$ cat src/rtl/i2cm_pkg.sv
`default_nettype none

package i2cm_pkg;

  localparam int unsigned TpmW     = 10;
  localparam int unsigned LimitW   = 8;
  localparam int unsigned DelayW   = TpmW + 2;
  localparam int unsigned PollW    = LimitW + 1;
  localparam int unsigned CfgIdxW  = 2;
  localparam int unsigned CfgDataW = 10;

  localparam logic [TpmW-1:0]   TpmReset   = TpmW'(100);
  localparam logic [LimitW-1:0] LimitReset = LimitW'(250);

  typedef enum logic [CfgIdxW-1:0] {
    CFG_TPM   = 2'd0,
    CFG_LIMIT = 2'd1
  } cfg_idx_e;

  typedef enum logic [2:0] {
    CMD_START = 3'd0,
    CMD_STOP  = 3'd1,
    CMD_WRITE = 3'd2,
    CMD_WACK  = 3'd3,
    CMD_READ  = 3'd4
  } cmd_e;

  typedef struct packed {
    logic       cmd_valid;
    cmd_e       cmd;
    logic [7:0] write_byte;
    logic       send_ack;
    logic       sda_sampled;
  } cmd_word_t;

  typedef struct packed {
    logic       scl_level;
    logic       sda_level;
    logic       busy_res;
    logic       done_res;
    logic [7:0] read_data;
    logic       ack_failed;
  } res_word_t;

  typedef struct packed {
    logic [CfgIdxW-1:0]  index;
    logic [CfgDataW-1:0] data;
  } cfg_word_t;

  typedef struct packed {
    logic [TpmW-1:0]   tpm;
    logic [LimitW-1:0] limit;
  } cfg_t;

endpackage

`default_nettype wire

$ cat src/rtl/i2cm_if.sv
`default_nettype none

interface i2cm_cmd_if;
  import i2cm_pkg::*;
  logic      valid;
  logic      ready;
  cmd_word_t word;
  modport source (output valid, output word, input ready);
  modport sink (input valid, input word, output ready);
endinterface

interface i2cm_res_if;
  import i2cm_pkg::*;
  logic      valid;
  logic      ready;
  res_word_t word;
  modport source (output valid, output word, input ready);
  modport sink (input valid, input word, output ready);
endinterface

interface i2cm_cfg_if;
  import i2cm_pkg::*;
  logic      valid;
  logic      ready;
  cfg_word_t word;
  modport source (output valid, output word, input ready);
  modport sink (input valid, input word, output ready);
endinterface

`default_nettype wire

$ cat src/rtl/i2c_master_bit_engine_core.sv
`default_nettype none

// I2C master bit engine. Every command word is one bus tick and yields exactly one result word
// carrying the SCL level, SDA drive level, busy, done, last read byte and acknowledge failure
// after that tick. A new word is taken every cycle as long as the result
// register is empty or being taken in the same cycle; the tick's next state is worked out in
// one pass and stored alongside the result. Commands are honoured only while idle. Line phases
// last whole microseconds of ticks_per_microsecond ticks. The configuration port is always
// ready; write it only while no command is in progress.
module i2c_master_bit_engine_core (
  input  wire logic clk_i,
  input  wire logic rst_ni,
  i2cm_cmd_if.sink   cmd_i,
  i2cm_res_if.source res_o,
  i2cm_cfg_if.sink   cfg_i
);
  import i2cm_pkg::*;

  logic      res_valid_q;
  res_word_t res_word_q;
  res_word_t res_word;
  cfg_t      cfg;
  logic      step;

  assign cmd_i.ready = ~res_valid_q | res_o.ready;
  assign step        = cmd_i.valid & cmd_i.ready;
  assign cfg_i.ready = 1'b1;

  i2cm_cfg u_cfg (
    .clk_i     (clk_i),
    .rst_ni    (rst_ni),
    .wr_i      (cfg_i.valid),
    .wr_word_i (cfg_i.word),
    .cfg_o     (cfg)
  );

  i2cm_seq u_seq (
    .clk_i  (clk_i),
    .rst_ni (rst_ni),
    .step_i (step),
    .cmd_i  (cmd_i.word),
    .cfg_i  (cfg),
    .res_o  (res_word)
  );

  always_ff @(posedge clk_i or negedge rst_ni) begin
    if (!rst_ni) begin
      res_valid_q <= 1'b0;
    end else if (step) begin
      res_valid_q <= 1'b1;
    end else if (res_o.ready) begin
      res_valid_q <= 1'b0;
    end
  end

  always_ff @(posedge clk_i) begin
    if (step) begin
      res_word_q <= res_word;
    end
  end

  assign res_o.valid = res_valid_q;
  assign res_o.word  = res_word_q;

endmodule

`default_nettype wire

$ cat src/rtl/i2cm_cfg.sv
`default_nettype none

module i2cm_cfg (
  input  wire logic               clk_i,
  input  wire logic               rst_ni,
  input  wire logic               wr_i,
  input  wire i2cm_pkg::cfg_word_t wr_word_i,
  output      i2cm_pkg::cfg_t      cfg_o
);
  import i2cm_pkg::*;

  logic [TpmW-1:0]   tpm_q;
  logic [LimitW-1:0] limit_q;

  always_ff @(posedge clk_i or negedge rst_ni) begin
    if (!rst_ni) begin
      tpm_q   <= TpmReset;
      limit_q <= LimitReset;
    end else if (wr_i) begin
      unique case (wr_word_i.index)
        CFG_TPM:   tpm_q   <= wr_word_i.data[TpmW-1:0];
        CFG_LIMIT: limit_q <= wr_word_i.data[LimitW-1:0];
        default: ;
      endcase
    end
  end

  assign cfg_o.tpm   = tpm_q;
  assign cfg_o.limit = limit_q;

endmodule

`default_nettype wire

$ cat src/rtl/i2cm_seq.sv
`default_nettype none

module i2cm_seq (
  input  wire logic                clk_i,
  input  wire logic                rst_ni,
  input  wire logic                step_i,
  input  wire i2cm_pkg::cmd_word_t  cmd_i,
  input  wire i2cm_pkg::cfg_t       cfg_i,
  output      i2cm_pkg::res_word_t  res_o
);
  import i2cm_pkg::*;

  localparam logic [3:0] PH_IDLE = 4'd0;
  localparam logic [3:0] PH_ST1  = 4'd1;
  localparam logic [3:0] PH_ST2  = 4'd2;
  localparam logic [3:0] PH_SP1  = 4'd3;
  localparam logic [3:0] PH_SP2  = 4'd4;
  localparam logic [3:0] PH_WA1  = 4'd5;
  localparam logic [3:0] PH_WA2  = 4'd6;
  localparam logic [3:0] PH_POLL = 4'd7;
  localparam logic [3:0] PH_WB1  = 4'd8;
  localparam logic [3:0] PH_WB2  = 4'd9;
  localparam logic [3:0] PH_WB3  = 4'd10;
  localparam logic [3:0] PH_RB1  = 4'd11;
  localparam logic [3:0] PH_RB2  = 4'd12;
  localparam logic [3:0] PH_RA1  = 4'd13;
  localparam logic [3:0] PH_RA2  = 4'd14;

  logic [3:0]        phase_q, phase_d;
  logic [DelayW-1:0] delay_q, delay_d;
  logic [2:0]        bit_q, bit_d;
  logic [7:0]        shift_q, shift_d;
  logic [PollW-1:0]  poll_q, poll_d;
  logic              ack_flag_q, ack_flag_d;
  logic              scl_q, scl_d;
  logic              sda_q, sda_d;
  logic              ack_choice_q, ack_choice_d;
  logic [7:0]        read_q, read_d;

  logic              done;
  logic              ent;
  logic [3:0]        ent_ph;
  logic [TpmW-1:0]   unit;
  logic [DelayW-1:0] load1, load2, load4;
  logic [PollW-1:0]  poll_next;
  logic              poll_now;

  // one microsecond is never shorter than one tick
  assign unit  = (cfg_i.tpm == '0) ? TpmW'(1) : cfg_i.tpm;
  assign load1 = {2'b00, unit} - DelayW'(1);
  assign load2 = {1'b0, unit, 1'b0} - DelayW'(1);
  assign load4 = {unit, 2'b00} - DelayW'(1);

  assign poll_now  = (phase_q == PH_POLL) || ((phase_q == PH_WA2) && (delay_q == '0));
  assign poll_next = ((phase_q == PH_POLL) ? poll_q : '0) + PollW'(1);

  always_comb begin
    phase_d      = phase_q;
    delay_d      = delay_q;
    bit_d        = bit_q;
    shift_d      = shift_q;
    poll_d       = poll_q;
    ack_flag_d   = ack_flag_q;
    scl_d        = scl_q;
    sda_d        = sda_q;
    ack_choice_d = ack_choice_q;
    read_d       = read_q;
    done         = 1'b0;
    ent          = 1'b0;
    ent_ph       = PH_IDLE;

    priority if (phase_q == PH_IDLE) begin
      if (cmd_i.cmd_valid) begin
        unique case (cmd_i.cmd)
          CMD_START: begin
            ent    = 1'b1;
            ent_ph = PH_ST1;
          end
          CMD_STOP: begin
            ent    = 1'b1;
            ent_ph = PH_SP1;
          end
          CMD_WRITE: begin
            shift_d = cmd_i.write_byte;
            bit_d   = '0;
            ent     = 1'b1;
            ent_ph  = PH_WB1;
          end
          CMD_WACK: begin
            ack_flag_d = 1'b0;
            poll_d     = '0;
            ent        = 1'b1;
            ent_ph     = PH_WA1;
          end
          CMD_READ: begin
            ack_choice_d = cmd_i.send_ack;
            shift_d      = '0;
            bit_d        = '0;
            sda_d        = 1'b1;
            ent          = 1'b1;
            ent_ph       = PH_RB1;
          end
          default: ;
        endcase
      end
    end else if (poll_now) begin
      phase_d = PH_POLL;
      if (!cmd_i.sda_sampled) begin
        scl_d      = 1'b0;
        ack_flag_d = 1'b0;
        phase_d    = PH_IDLE;
        done       = 1'b1;
      end else begin
        poll_d = poll_next;
        if (poll_next > {1'b0, cfg_i.limit}) begin
          ack_flag_d = 1'b1;
          ent        = 1'b1;
          ent_ph     = PH_SP1;
        end
      end
    end else if (delay_q != '0) begin
      delay_d = delay_q - DelayW'(1);
    end else begin
      unique case (phase_q)
        PH_ST1: begin
          ent    = 1'b1;
          ent_ph = PH_ST2;
        end
        PH_ST2: begin
          scl_d   = 1'b0;
          phase_d = PH_IDLE;
          done    = 1'b1;
        end
        PH_SP1: begin
          ent    = 1'b1;
          ent_ph = PH_SP2;
        end
        PH_SP2: begin
          phase_d = PH_IDLE;
          done    = 1'b1;
        end
        PH_WA1: begin
          ent    = 1'b1;
          ent_ph = PH_WA2;
        end
        PH_WB1: begin
          ent    = 1'b1;
          ent_ph = PH_WB2;
        end
        PH_WB2: begin
          ent    = 1'b1;
          ent_ph = PH_WB3;
        end
        PH_WB3: begin
          if (bit_q != 3'd7) begin
            bit_d   = bit_q + 3'd1;
            shift_d = {shift_q[6:0], 1'b0};
            ent     = 1'b1;
            ent_ph  = PH_WB1;
          end else begin
            phase_d = PH_IDLE;
            done    = 1'b1;
          end
        end
        PH_RB1: begin
          ent    = 1'b1;
          ent_ph = PH_RB2;
        end
        PH_RB2: begin
          if (bit_q != 3'd7) begin
            bit_d  = bit_q + 3'd1;
            ent    = 1'b1;
            ent_ph = PH_RB1;
          end else begin
            read_d = shift_q;
            ent    = 1'b1;
            ent_ph = PH_RA1;
          end
        end
        PH_RA1: begin
          ent    = 1'b1;
          ent_ph = PH_RA2;
        end
        PH_RA2: begin
          scl_d   = 1'b0;
          phase_d = PH_IDLE;
          done    = 1'b1;
        end
        default: phase_d = PH_IDLE;
      endcase
    end

    // line levels and hold time of the phase being entered
    if (ent) begin
      phase_d = ent_ph;
      unique case (ent_ph)
        PH_ST1: begin
          sda_d   = 1'b1;
          scl_d   = 1'b1;
          delay_d = load4;
        end
        PH_ST2: begin
          sda_d   = 1'b0;
          delay_d = load4;
        end
        PH_SP1: begin
          scl_d   = 1'b0;
          sda_d   = 1'b0;
          delay_d = load4;
        end
        PH_SP2: begin
          scl_d   = 1'b1;
          sda_d   = 1'b1;
          delay_d = load4;
        end
        PH_WA1: begin
          sda_d   = 1'b1;
          delay_d = load1;
        end
        PH_WA2: begin
          scl_d   = 1'b1;
          delay_d = load1;
        end
        PH_WB1: begin
          scl_d   = 1'b0;
          sda_d   = shift_d[7];
          delay_d = load2;
        end
        PH_WB2: begin
          scl_d   = 1'b1;
          delay_d = load2;
        end
        PH_WB3: begin
          scl_d   = 1'b0;
          delay_d = load2;
        end
        PH_RB1: begin
          scl_d   = 1'b0;
          delay_d = load2;
        end
        PH_RB2: begin
          scl_d   = 1'b1;
          shift_d = {shift_d[6:0], cmd_i.sda_sampled};
          delay_d = load1;
        end
        PH_RA1: begin
          scl_d   = 1'b0;
          sda_d   = ~ack_choice_q;
          delay_d = load2;
        end
        PH_RA2: begin
          scl_d   = 1'b1;
          delay_d = load2;
        end
        default: begin
          phase_d = PH_IDLE;
          delay_d = '0;
        end
      endcase
    end
  end

  always_ff @(posedge clk_i or negedge rst_ni) begin
    if (!rst_ni) begin
      phase_q      <= PH_IDLE;
      delay_q      <= '0;
      bit_q        <= '0;
      shift_q      <= '0;
      poll_q       <= '0;
      ack_flag_q   <= 1'b0;
      scl_q        <= 1'b1;
      sda_q        <= 1'b1;
      ack_choice_q <= 1'b0;
      read_q       <= '0;
    end else if (step_i) begin
      phase_q      <= phase_d;
      delay_q      <= delay_d;
      bit_q        <= bit_d;
      shift_q      <= shift_d;
      poll_q       <= poll_d;
      ack_flag_q   <= ack_flag_d;
      scl_q        <= scl_d;
      sda_q        <= sda_d;
      ack_choice_q <= ack_choice_d;
      read_q       <= read_d;
    end
  end

  assign res_o.scl_level  = scl_d;
  assign res_o.sda_level  = sda_d;
  assign res_o.busy_res   = (phase_d != PH_IDLE);
  assign res_o.done_res   = done;
  assign res_o.read_data  = read_d;
  assign res_o.ack_failed = ack_flag_d;

  a_idle_no_delay : assert property (@(posedge clk_i) disable iff (!rst_ni)
    (phase_q == PH_IDLE) |-> (delay_q == '0))
    else $error("delay count left running while idle");

  a_poll_no_delay : assert property (@(posedge clk_i) disable iff (!rst_ni)
    (phase_q == PH_POLL) |-> (delay_q == '0))
    else $error("delay count running during acknowledge poll");

  a_done_goes_idle : assert property (@(posedge clk_i) disable iff (!rst_ni)
    (step_i && res_o.done_res) |=> (phase_q == PH_IDLE))
    else $error("command completed but sequencer not idle");

endmodule

`default_nettype wire
$ cat src/flat_wrapper.sv
// flat-port wrapper written by rule: the top's interface ports become plain ports
module i2c_master_bit_engine_core_flat import i2cm_pkg::*;
  (clk_i, rst_ni, cmd_i_valid, cmd_i_word, cmd_i_ready, res_o_valid, res_o_word, res_o_ready, cfg_i_valid, cfg_i_word, cfg_i_ready);
  i2cm_cmd_if cmd_i_i ();
  i2cm_res_if res_o_i ();
  i2cm_cfg_if cfg_i_i ();
  input  wire logic clk_i;
  input  wire logic rst_ni;
  input wire logic [$bits(cmd_i_i.valid)-1:0] cmd_i_valid;
  input wire logic [$bits(cmd_i_i.word)-1:0] cmd_i_word;
  output wire logic [$bits(cmd_i_i.ready)-1:0] cmd_i_ready;
  output wire logic [$bits(res_o_i.valid)-1:0] res_o_valid;
  output wire logic [$bits(res_o_i.word)-1:0] res_o_word;
  input wire logic [$bits(res_o_i.ready)-1:0] res_o_ready;
  input wire logic [$bits(cfg_i_i.valid)-1:0] cfg_i_valid;
  input wire logic [$bits(cfg_i_i.word)-1:0] cfg_i_word;
  output wire logic [$bits(cfg_i_i.ready)-1:0] cfg_i_ready;
  assign cmd_i_i.valid = cmd_i_valid;
  assign cmd_i_i.word = cmd_i_word;
  assign cmd_i_ready = cmd_i_i.ready;
  assign res_o_valid = res_o_i.valid;
  assign res_o_word = res_o_i.word;
  assign res_o_i.ready = res_o_ready;
  assign cfg_i_i.valid = cfg_i_valid;
  assign cfg_i_i.word = cfg_i_word;
  assign cfg_i_ready = cfg_i_i.ready;
  i2c_master_bit_engine_core u_core (.clk_i(clk_i), .rst_ni(rst_ni), .cmd_i(cmd_i_i), .res_o(res_o_i), .cfg_i(cfg_i_i));
endmodule
$ cat config.mk
export PLATFORM = sky130hd
export DESIGN_NAME = i2c_master_bit_engine_core_flat
export DESIGN_NICKNAME = d
export VERILOG_FILES = /design/src/rtl/i2cm_pkg.sv /design/src/rtl/i2cm_if.sv /design/src/rtl/i2c_master_bit_engine_core.sv /design/src/rtl/i2cm_cfg.sv /design/src/rtl/i2cm_seq.sv /design/src/flat_wrapper.sv
export SDC_FILE = /design/constraint.sdc
export NUM_CORES = 1
export LEC_CHECK = 0
export BUFFER_PORTS_ARGS = -buffer_cell sky130_fd_sc_hd__buf_2
export CAP_MARGIN = 20
export CORE_ASPECT_RATIO = 1.75
export CORE_MARGIN = 1.5
export CORE_UTILIZATION = 41
export DETAILED_ROUTE_END_ITERATION = 12
export GPL_TIMING_DRIVEN = 0
export PLACE_DENSITY = 0.66
export SLEW_MARGIN = 20
export SYNTH_ARGS = -nofsm -noshare
export SYNTH_HDL_FRONTEND = slang
export SYNTH_SLANG_ARGS = --single-unit
$ cat constraint.sdc
create_clock -name clk_i -period 4 [get_ports clk_i]
set_input_delay 0.2 -clock clk_i [delete_from_list [all_inputs] [get_ports clk_i]]
set_output_delay 0.2 -clock clk_i [all_outputs]
set_load 0.05 [all_outputs]
**Word-level counts from Yosys, hierarchy flattened**

Cells that the tools add are included.

- Add/sub/neg operators: 6
- $mul: 0
- Div/mod/pow operators: 0
- $lt $le $gt $ge: 1
- Equal/unequal tests: 40
- Shift-type cells: 0
- Muxes and demuxes: 85
- Bitwise operators: 4
- Reductions and logical operators: 35

Operator list:

| kind | count |
|---|---|
| $mux 8 | 13 |
| $eq 4x4->1 const B | 14 |
| $mux 9 | 6 |
| $mux 12 | 4 |
| $mux 4 | 11 |
| $pmux 12 s3 | 1 |
| $pmux 4 s9 | 1 |
| $mux 1 | 30 |
| $eq 4x3->1 const B | 7 |
| $mux 3 | 9 |
| $sub 12x1->12 const B | 2 |
| $pmux 4 s5 | 1 |
| $eq 4x2->1 const B | 4 |
| $pmux 8 s2 | 1 |
| $reduce_or 13->1 | 1 |
| $logic_not 12->1 | 1 |
| $reduce_bool 12->1 | 1 |
| $reduce_bool 2->1 | 6 |
| $reduce_or 6->1 | 2 |
| $sub 11x1->12 const B | 1 |
| $sub 10x1->11 const B | 1 |
| $logic_not 10->1 | 1 |
| $mux 10 | 1 |
| $ne 2x2->1 const B | 5 |
| other kinds (32) | 47 |

- Bits in registers: 80
- Latch bits: 0
- RAM bits: 0
- Bits in read-only memories: 0
- Input port bits: 31
- Output and inout port bits: 16
- Logic and storage cells: 190
- Memories: 0

**Longest topological paths before layout**

Gate-level depths: netlist of the first run.

- Depth after elaboration: 13
- Mapped depth: 19
- Mapped depth without buffers: 17

**Cells and area by module**

Synthesis of the first run repeated with hierarchy kept, for this count alone.

- Cells, all modules: 548
- Area, all modules: 5335.1 µm²

By module, submodules not included:

| module | times used | cells each | area each (µm²) | sequential area each (µm²) |
|---|---|---|---|---|
| i2cm_seq | 1 | 490 | 4171.5 | 1203.7 |
| i2cm_cfg | 1 | 39 | 708.2 | 461.7 |
| i2c_master_bit_engine_core | 1 | 19 | 455.4 | 415.4 |

**Least setup slack after synthesis of the first run**

Ideal clock, no wire load.

- Path type: reg2reg
- From: register u_core.u_seq.phase_q[1]
- To: register u_core.res_word_q (netlist bit u_core.res_o.word[11]), data pin
- Setup time: 0.255 ns
- Arrival time: 4.062 ns
- Required time: 3.745 ns
- Slack: -0.317 ns
- Cell stages (with the launch flop): 19
- Path buffers: 2
- Period minus slack after synthesis: 4.317 ns
- Path through: dfrtp_1 buf_2 buf_1 nand2_1 nor2_1 and2_1 ha_1 nand4_1 or3_1 a21oi_1 ha_1 a211oi_1 o211ai_1 a31oi_1 nor4_4 o31ai_1 nand2_1 or4_1 and2_1

RTL lines:

| item | line | text |
|---|---|---|
| start: declaration | i2cm_seq.sv:29 | `logic [3:0] phase_q, phase_d;` |
| start signal: assignment | i2cm_seq.sv:276 | `phase_q <= phase_d;` |
| end signal: assignment | i2c_master_bit_engine_core.sv:58 | `res_word_q <= res_word;` |
| end: declaration | i2c_master_bit_engine_core.sv:20 | `res_word_t res_word_q;` |

==> results of run 1 <==
through the flow:
stage	area (µm²)	total power, W
2_1_floorplan	5360	0.00230
5_1_grt	6490	0.00390
3_5_place_dp	5820	0.00270
3_3_place_gp	5790	0.00265
4_1_cts	6280	0.00360
6_report	6490	0.00370
cell families (layout without fill, tap and decap cells):
| family | Yosys count | in the layout |
|---|---|---|
| flops | 80 | 80 |
| buf+inv | 53 | 137 |
| xor+xnor | 23 | 23 |
| fa+ha+maj | 13 | 13 |
| other cells | 1 | 1 |
| compound gates | 157 | 157 |
| mux | 43 | 43 |
| simple gates | 202 | 202 |
timing repair:
action	4_1_cts	5_1_grt
setup endpoints to repair	28	27
gates resized for setup	20	35
gates cloned	0	1
pin swaps	9	12
hold buffers	1	0
setup buffers	15	12
endpoints found under the hold margin	28	0
worst min path at each step:
stage	startpoint	slack (ps)	to	cells past startpoint
final	cmd_i_word[1]	80	u_core.u_seq.ack_choice_q	2
after detailed placement	rst_ni	180	u_core.u_seq.delay_q[8]	1
after global routing	cmd_i_word[1]	80	u_core.u_seq.ack_choice_q	2
after CTS	cmd_i_word[1]	80	u_core.u_seq.ack_choice_q	2
after global placement	cmd_i_valid	410	u_core.res_o.valid	2
after floorplan	rst_ni	-100	u_core.res_o.valid	0
report_power, final:
part	internal [W]	total, W	switching [W]
Sequential	0.00104	0.00126	0.000220
Combinational	0.000716	0.00163	0.000916
Clock	0.000436	0.000812	0.000376
final cells by class:
type	instances	area, µm²
timing repair buffer	70	444
tap	171	214
clock buffer	9	225
clock inverter	7	62.6
buffer	31	201
fill	1263	6310
multi-input combinational	439	3180
sequential	80	2080
inverter	20	77.6
worst max-delay path: cells and delay by family (launching register included):
kind / cells / cell delay (ps)
buffers and inverters: 1 / 130
and+or+nand+nor: 9 / 1730
adders and majority gates: 2 / 380
AOI/OAI and AO/OA: 5 / 1120
DFF: 1 / 400
layout by cell type, fill, tap and decap left out, drive strengths merged, types with 16 or more instances in the layout:
cell / netlist / final
a21oi: 17 / 17
nor2: 29 / 29
dfrtp: 56 / 56
o21ai: 52 / 52
buf: 16 / 82
clkbuf: 17 / 27
inv: 20 / 25
mux2: 35 / 35
xnor2: 16 / 16
nand2: 86 / 86
sequential cells by signal, summed over array words and instances (netlist names):
name,flops
u_core.u_seq.shift_q,8
u_core.u_seq.poll_q,9
u_core.u_seq.sda_q,1
u_core.u_seq.ack_flag_q,1
u_core.res_o.word,13
u_core.u_cfg.tpm_q,10
u_core.u_seq.ack_choice_q,1
u_core.u_cfg.limit_q,8
u_core.u_seq.delay_q,12
u_core.u_seq.bit_q,3
u_core.u_seq.phase_q,4
u_core.res_o.valid,1
u_core.u_seq.read_q,8
u_core.u_seq.scl_q,1
layer usage:
metal,GRT usage,wire [µm]
met2,0.419,8520
met3,0.0349,522
met5,0,0
met1,0.239,5550
met4,0.174,1180
==> flow_summary_export.csv, run 1 <==
group,metric,value,unit
synth,synth-main-ff-cell,"sky130_fd_sc_hd__dfrtp_1",
synth,synthXorXnorAreaFrac,0.0378,
finish,proportion_of_layout_cells_with_a_drive_suffix_above_1,0.293,
synth,syn_area,0.00533,mm²
setup_path,critical_path.startpoint,"u_core.u_seq.phase_q[1]",
pwr,powerDensity,570,mW/mm²
synth,synth_warnings,0,
clocking,numCtsBuffers,9,
routing,post_drt_wl_per_cell,19.1,µm
setup_path,critical_path_required_time,4100,ps
routing,detail_route.iter0.violations,331,
floorplan,core-area,0.0128,mm²
synth,most_repeated_cell_in_the_gate_level_netlist_after_synthesis,"sky130_fd_sc_hd__nand2_1",
place,portBuffers,44,
global_routing,grt_pass1_wl,24.7,mm
clocking,cts_root_buf,"sky130_fd_sc_hd__clkbuf_16",
finish,antenna_cells_inserted,0,
place,place_hpwl,11.7,mm
place,gp_congestion,1.00,
synth,seq_area_frac_synth,0.390,
clocking,clk-insertion-delay-late,340,ps
clocking,clk_transition_reported_paths,70,ps
finish,utilization,0.507,
pwr,cellLeakagePower,2.66,nW
synth,yosysTopAreaCellShare,0.263,
global_routing,global_route.usage.total,0.236,
floorplan,dieArea,0.0137,mm²
place,place.detailed.instances,788,
setup_path,path_max_fanout,6,
timing,achievable-frequency,250,MHz
synth,synthesis.nets,616,
synth,yosysTopAreaCell,"sky130_fd_sc_hd__dfrtp_1",
timing,hold_ws,84.8,ps
clocking,cts.path.max_buffers,2,
synth,synth-edff-count,13,
global_routing,gr-total-overflow,0,
routing,dr_total_vias,4857,
outcome,status,"finished with violations",
timing,timing.final.ws_setup,-5.75,ps
setup_path,startpoint_type,"register",
synth,syn-instance-count,572,
outcome,violations,"setup timing",
timing,post-route-period-util,1.00,
setup_path,timing_worst_setup_path_type,"reg -> reg",
floorplan,row_count,55,
timing,finalSetupViolations,1,
routing,remaining_routing_drc_violations,0,
clocking,cts_tree,"done",
setup_path,critical_path.reg2reg.startpoint,"u_core.u_seq.phase_q[1]",
global_routing,grt_max_degree,38,
min_path,holdCritPathClass,"in -> reg",
timing,period_needed,4010,ps
synth,synth_top_family_by_area,"compound AO/OA/AOI/OAI gates",
setup_path,crit_path_max_delay_cell_type,"sky130_fd_sc_hd__or4_4",
timing,tightest_slew,784,ps
setup_path,critical-path-max-stage-delay,540,ps
routing,drt-pass1-iter-count,5,
setup_path,path_cells,"buf_12 -> nand2_4 -> nor2_4 -> and2_4 -> ha_4 -> nand4_1 -> or3_1 -> a21oi_2 -> ha_4 -> a211oi_4 -> o211ai_1 -> a31oi_2 -> nor4_4 -> o31ai_2 -> nand2_1 -> or4_4 -> and2_4",
floorplan,die_h,154,µm
clocking,h_tree_level_count,3,
global_routing,number_of_antenna_violations_at_the_first_check_in_global_routing,0,
synth,synth.mux.area_fraction,0.0925,
place,place_ws,-615,ps
floorplan,io_pins,47,
floorplan,start_util,0.416,
timing,slew_violations,0,
job,max_cap_violations,0,
synth,synth-adder-area-share,0.0305,
global_routing,first_global_vias,4869,
synth,async_flop_share,0.838,
timing,hold_violations,0,
synth,synth_cell_types,74,
pwr,ir_worst_vdd,0.249,mV
synth,synthesized_area_fraction_occupied_by_ao_oa_aoi_and_oai_cells,0.208,
timing,rsz0062_at_grt,"true",
setup_path,critPathCaptureType,"register",
routing,postRouteWirelength,15.8,mm
finish,instances_no_fill,827,
setup_path,rr_endpoint,"u_core.res_o.word[11]",
timing,worst_slew_margin_rel,0.472,
finish,layout.nets,695,
synth,synth-seq-cells,80,
floorplan,dieWidth,89.2,µm
synth,commonest_cells_in_the_synthesized_netlist,"86 x sky130_fd_sc_hd__nand2_1, 56 x sky130_fd_sc_hd__dfrtp_1, 37 x sky130_fd_sc_hd__o21ai_0",
routing,ant_nets,0,
setup_path,timing.critical_path.to,"u_core.res_o.word[11]",
setup_path,worst-r2r-setup-slack,-6,ps
synth,synth_top_cells_by_area,"sky130_fd_sc_hd__dfrtp_1 26%, sky130_fd_sc_hd__edfxtp_1 7.3%, sky130_fd_sc_hd__mux2_2 6.3%",
setup_path,r2r_cells,17,
synth,synth_simple_gate_area_share,0.196,
timing,skew,10.4,ps
setup_path,worstPathArrival,4110,ps
finish,area_growth_syn_to_layout,21.8,%
routing,viasPerCell,5.87,
clocking,clkSinkCount,80,
timing,sum_of_negative_setup_slack,-5.75,ps
synth,synth_area_per_cell,9.32,µm²
Note: power is estimated with default switching activity, not from simulation.
==> run 2: changes to the inputs <==
--- a/config.mk
+++ b/config.mk
@@ -12,7 +12,6 @@
 export CORE_UTILIZATION = 41
 export DETAILED_ROUTE_END_ITERATION = 12
 export GPL_TIMING_DRIVEN = 0
-export PLACE_DENSITY = 0.66
 export SLEW_MARGIN = 20
 export SYNTH_ARGS = -nofsm -noshare
 export SYNTH_HDL_FRONTEND = slang
==> run 2 against run 1 <==
  * The flow now finishes without violations
  * Cell area is 2.5% lower
  * Largest cell class unchanged
  * Non-clock buffer count shrank 10
  * Utilization fell by 1.3 points
  * First-iteration DRC count increased by 11%
  * Critical path type unchanged
  * Sequential share of layout area is 0.82 points higher
  * Die area stayed put
  * Sequential cell count is the same
  * Global-route usage decreased by 0.66 points
  * Critical path depth unchanged
  * Worst setup slack better by 45 ps
  * Register-to-register slack improved by 50 ps
  * Clock-buffer cell count is 1 higher
==> flow_summary_export.csv, run 2 (synthesis gave the netlist of run 1 again) <==
group,metric,value,unit
routing,postRouteWirelength,15.1,mm
clocking,clk_transition_reported_paths,70,ps
place,place_ws,-633,ps
pwr,total_switching_power,0.00146,W
finish,highest_count_cells_in_the_layout_ignoring_fill_and_taps,"84 x sky130_fd_sc_hd__nand2_1, 55 x sky130_fd_sc_hd__dfrtp_1, 48 x sky130_fd_sc_hd__buf_2",
setup_path,startpoint_type,"register",
place,place.detailed.instances,788,
timing,worst_slew_margin_rel,0.486,
global_routing,number_of_antenna_violations_at_the_first_check_in_global_routing,0,
place,portBuffers,44,
timing,achievable-frequency,253,MHz
clocking,cts.path.max_buffers,2,
setup_path,timing_worst_setup_path_type,"reg -> reg",
timing,skew,9.76,ps
pwr,total_power,0.00370,W
clocking,numCtsBuffers,9,
global_routing,global_route.usage.total,0.229,
clocking,cts_root_buf,"sky130_fd_sc_hd__clkbuf_16",
pwr,p_int,0.00224,W
pwr,p_comb_frac,0.417,
finish,proportion_of_layout_cells_with_a_drive_suffix_above_1,0.257,
timing,slew_violations,0,
finish,utilization,0.494,
global_routing,grt_max_degree,40,
timing,period_needed,3960,ps
clocking,h_tree_level_count,3,
routing,post_drt_wl_per_cell,18.5,µm
pwr,pwr-share-clk,0.243,
pwr,ir_worst_vdd,0.250,mV
timing,rsz0062_at_grt,"true",
floorplan,start_util,0.416,
floorplan,dieArea,0.0137,mm²
pwr,cellLeakagePower,2.58,nW
routing,drt-pass1-iter-count,5,
finish,mostFrequentLayoutCell,"sky130_fd_sc_hd__nand2_1",
routing,remaining_routing_drc_violations,0,
setup_path,path_max_fanout,7,
outcome,status,"finished clean",
setup_path,critPathCaptureType,"register",
timing,finalSetupViolations,0,
timing,hold_ws,65.4,ps
floorplan,die_h,154,µm
finish,largest_register_ff_count,13,
floorplan,io_pins,47,
global_routing,gr-total-overflow,0,
routing,ant_nets,0,
global_routing,first_global_vias,4812,
clocking,clk-insertion-delay-late,350,ps
timing,post-route-period-util,0.990,
timing,tightest_slew,766,ps
pwr,power.share.switching,0.394,
pwr,power.share.sequential,0.340,
floorplan,row_count,55,
place,place_hpwl,11.5,mm
timing,hold_violations,0,
finish,area_growth_syn_to_layout,18.7,%
finish,antenna_cells_inserted,0,
pwr,powerDensity,584,mW/mm²
setup_path,worstPathArrival,4070,ps
min_path,holdCritPathClass,"in -> reg",
timing,timing.final.ws_setup,39.7,ps
setup_path,critical_path_required_time,4110,ps
place,gp_congestion,0.965,
floorplan,core-area,0.0128,mm²
floorplan,dieWidth,89.2,µm
clocking,cts_tree,"done",
job,max_cap_violations,0,
finish,layout.nets,685,
global_routing,grt_pass1_wl,24.0,mm
finish,instances_no_fill,817,
routing,detail_route.iter0.violations,369,
routing,viasPerCell,5.81,
routing,dr_total_vias,4747,
clocking,clkSinkCount,80,
## run 2: area by class of cell
class                      instances  area (µm²)
inverter                          20        77.6
buffer                            31         180
multi-input combinational        439        3100
tap                              171         214
sequential                        80        2080
clock inverter                     6        71.3
timing repair buffer              60         358
clock buffer                      10         250
fill                            1248        6470
## run 2: worst paths after layout
kind	cells after the start	start	endpoint	slack [ps]
max	17	u_core.u_seq.phase_q[3]	u_core.res_o.word[11]	40
min in group asynchronous	2	rst_ni	u_core.u_seq.read_q[3]	320
min reg2reg	2	u_core.u_seq.read_q[6]	u_core.u_seq.read_q[6]	470
max reg2reg	17	u_core.u_seq.phase_q[3]	u_core.res_o.word[11]	40
min	2	cmd_i_valid	u_core.res_o.valid	70
max in group asynchronous	3	rst_ni	u_core.u_cfg.limit_q[7]	3060
## run 2: through the flow
stage | TNS [ps] | cell area (µm²)
final | 0 | 6330
after global routing | -431 | 6330
after CTS | 0 | 6260
after detailed placement | -13490 | 5820
after global placement | -12240 | 5790
after floorplan | 0 | 5360
## run 2: timing repair
item / 4_1_cts / 5_1_grt
endpoints found under the hold margin: 26 / 0
gates resized for setup: 17 / 6
hold buffers: 1 / 0
pin swaps: 11 / 12
setup buffers: 8 / 6
endpoints found under the setup margin: 28 / 21
## run 2: routing by layer
layer / wire length [µm] / GRT usage / share of wire / up-vias
met5: 0 / 0 / 0 / -
met4: 648 / 0.126 / 0.043 / 0
met3: 552 / 0.0392 / 0.037 / 39
met2: 8480 / 0.426 / 0.56 / 148
met1: 5440 / 0.230 / 0.36 / 2311
li1: - / - / - / 2249
## run 2: power by group through the flow
stage	Clock, W	Sequential [W]	Combinational, W
finish	0.000899	0.00126	0.00154
CTS	0.000912	0.00125	0.00147
floorplan	0	0.00126	0.00104
detailed placement	0	0.00127	0.00142
global placement	0	0.00126	0.00141
global route	0.000951	0.00128	0.00166
## run 2: critical path, cell delays in order (launching register included)
cell and delay [ps]:
sky130_fd_sc_hd__dfrtp_2 430, sky130_fd_sc_hd__inv_4 80, sky130_fd_sc_hd__nand2_4 70, sky130_fd_sc_hd__nor2_4 140
sky130_fd_sc_hd__and2_4 170, sky130_fd_sc_hd__ha_4 130, sky130_fd_sc_hd__nand4_1 90, sky130_fd_sc_hd__or3_1 340
sky130_fd_sc_hd__a21oi_2 230, sky130_fd_sc_hd__ha_4 250, sky130_fd_sc_hd__a211oi_4 210, sky130_fd_sc_hd__o211ai_1 150
sky130_fd_sc_hd__a31oi_2 250, sky130_fd_sc_hd__nor4_4 120, sky130_fd_sc_hd__o31ai_1 290, sky130_fd_sc_hd__nand2_1 110
sky130_fd_sc_hd__or4_4 520, sky130_fd_sc_hd__and2_4 150
==> run 3: changes to the inputs <==
--- a/config.mk
+++ b/config.mk
@@ -12,6 +12,7 @@
 export CORE_UTILIZATION = 41
 export DETAILED_ROUTE_END_ITERATION = 12
 export GPL_TIMING_DRIVEN = 0
+export REMOVE_ABC_BUFFERS = 1
 export SLEW_MARGIN = 20
 export SYNTH_ARGS = -nofsm -noshare
 export SYNTH_HDL_FRONTEND = slang
==> run 3 against run 2 <==
  * Cell count fell by 2.9%
  * Clock skew shrank 2.4 ps
  * Sequential share of layout area increased by 0.36 points
  * Critical path type unchanged
  * The flow now finishes with violations (setup timing)
  * Sequential power is essentially flat
  * Power fell by 1.8%
  * Highest routed layer unchanged
  * Combinational power is 6% lower
  * Non-clock buffer count fell by 24
  * Critical endpoint unchanged
  * Utilization down 0.33 points
  * First-iteration DRC count down 24%
==> flow_summary_export.csv, run 3 (synthesis gave the netlist of run 1 again) <==
group,metric,value,unit
floorplan,dieWidth,89.2,µm
finish,mostFrequentLayoutCell,"sky130_fd_sc_hd__nand2_1",
place,portBuffers,45,
finish,area_growth_syn_to_layout,17.9,%
setup_path,crit_path_max_delay_cell_type,"sky130_fd_sc_hd__or4_4",
global_routing,grt_max_degree,46,
finish,antenna_cells_inserted,0,
timing,period_needed,4010,ps
floorplan,start_util,0.416,
timing,worst_slew_margin_rel,0.429,
routing,remaining_routing_drc_violations,0,
clocking,cts.path.max_buffers,2,
job,max_cap_violations,0,
timing,hold_violations,0,
floorplan,io_pins,47,
clocking,cts_tree,"done",
routing,drt-pass1-iter-count,4,
clocking,cts_root_buf,"sky130_fd_sc_hd__clkbuf_16",
timing,timing.final.ws_setup,-12.1,ps
clocking,numCtsBuffers,9,
routing,dr_total_vias,4651,
timing,rsz0062_at_grt,"true",
outcome,status,"finished with violations",
setup_path,timing_worst_setup_path_type,"reg -> reg",
pwr,cellLeakagePower,2.54,nW
setup_path,cp_top_delay_family,"simple AND/OR/NAND/NOR gates",
global_routing,first_global_vias,4690,
finish,proportion_of_layout_cells_with_a_drive_suffix_above_1,0.273,
timing,tightest_slew,850,ps
global_routing,grt_pass1_wl,23.1,mm
place,place.detailed.instances,757,
routing,post_drt_wl_per_cell,18.1,µm
timing,slew_violations,0,
place,gp_congestion,0.923,
setup_path,startpoint_type,"register",
global_routing,gr-total-overflow,0,
setup_path,critical-path-max-stage-delay,520,ps
setup_path,critPathCaptureType,"register",
timing,skew,7.39,ps
floorplan,dieArea,0.0137,mm²
clocking,clk_transition_reported_paths,70,ps
routing,viasPerCell,5.87,
clocking,clkSinkCount,80,
outcome,violations,"setup timing",
floorplan,die_h,154,µm
pwr,ir_worst_vdd,0.257,mV
place,place_hpwl,10.0,mm
clocking,h_tree_level_count,3,
routing,postRouteWirelength,14.4,mm
clocking,clk-insertion-delay-late,350,ps
routing,ant_nets,0,
routing,detail_route.iter0.violations,279,
global_routing,global_route.usage.total,0.218,
setup_path,path_cells,"inv_2 -> nand2_4 -> nor2_4 -> and2_4 -> ha_4 -> nand4_1 -> or3_1 -> a21oi_2 -> ha_4 -> a211oi_4 -> o211ai_1 -> a31oi_2 -> nor4_4 -> o31ai_2 -> nand2_1 -> or4_4 -> and2_4",
setup_path,path_max_fanout,7,
floorplan,core-area,0.0128,mm²
setup_path,critical_path_required_time,4110,ps
min_path,holdCritPathClass,"in -> reg",
timing,finalSetupViolations,1,
setup_path,path_buf_inv,1,
global_routing,number_of_antenna_violations_at_the_first_check_in_global_routing,0,
finish,largest_register_ff_count,13,
finish,utilization,0.491,
timing,achievable-frequency,249,MHz
finish,instances_no_fill,793,
setup_path,worstPathArrival,4120,ps
finish,layout.nets,661,
floorplan,row_count,55,
timing,post-route-period-util,1.00,
finish,fillers,1222,
pwr,powerDensity,577,mW/mm²
finish,highest_count_cells_in_the_layout_ignoring_fill_and_taps,"83 x sky130_fd_sc_hd__nand2_1, 52 x sky130_fd_sc_hd__dfrtp_1, 45 x sky130_fd_sc_hd__buf_2",
run 3: cell count changes in the layout (fill, tap and decap cells not counted), sizes merged:
cell    before  now
clkinv       2    3
inv         23   21
bufinv       1    2
buf         73   66
clkbuf      27   10
run 3: area by class of cell:
cell class / count / area [µm²] / share of cell area
clock buffer: 10 / 229 / 0.0364
multi-input combinational: 439 / 3150 / 0.502
sequential: 80 / 2090 / 0.333
timing repair buffer: 67 / 433 / 0.0689
inverter: 20 / 75.1 / 0.0119
clock inverter: 6 / 91.3 / 0.0145
tap: 171 / 214 / 0.0340
run 3: timing repair:
| item | in CTS | in global routing |
|---|---|---|
| resized for setup | 25 | 9 |
| setup endpoints to repair | 30 | 26 |
| buffers inserted | 14 | 4 |
| hold buffers | 1 | 0 |
| endpoints found under the hold margin | 20 | 0 |
| pin swaps | 10 | 13 |
run 3: layer usage:
metal,vias up,share of wire,GRT usage
met2,133,0.54,0.401
met5,-,0,0
li1,2201,-,-
met1,2264,0.37,0.222
met3,53,0.034,0.0360
met4,0,0.052,0.122
run 3: path summary, 6_finish.rpt:
| kind | slack, ps | end | startpoint | depth (start not counted) |
|---|---|---|---|---|
| max | -10 | u_core.res_o.word[11] | u_core.u_seq.phase_q[3] | 17 |
| min | 60 | u_core.res_o.valid | cmd_i_valid | 2 |
| max reg2reg | -10 | u_core.res_o.word[11] | u_core.u_seq.phase_q[3] | 17 |
| min reg2reg | 480 | u_core.u_seq.read_q[6] | u_core.u_seq.read_q[6] | 2 |
| max in group asynchronous | 3080 | u_core.u_cfg.limit_q[1] | rst_ni | 3 |
| min in group asynchronous | 320 | u_core.u_seq.delay_q[9] | rst_ni | 2 |
run 3: where the power goes:
| group | internal [W] | switching [W] |
|---|---|---|
| sequential | 0.00105 | 0.000235 |
| combinational | 0.000634 | 0.000817 |
| clock | 0.000550 | 0.000347 |
| total | 0.00223 | 0.00140 |
run 3: stage by stage:
step	hold WS, ps	power [W]	TNS (ps)	area [µm²]	setup slack (ps)
detailed placement	144	0.00259	-33500	5660	-1330
CTS	59.2	0.00360	-72.4	6190	-72.4
global route	60.7	0.00384	-499	6290	-215
global placement	410	0.00253	-29010	5610	-1160
finish	60.9	0.00363	-12.1	6290	-12.1
floorplan	-95.6	0.00222	-2510	5170	-324
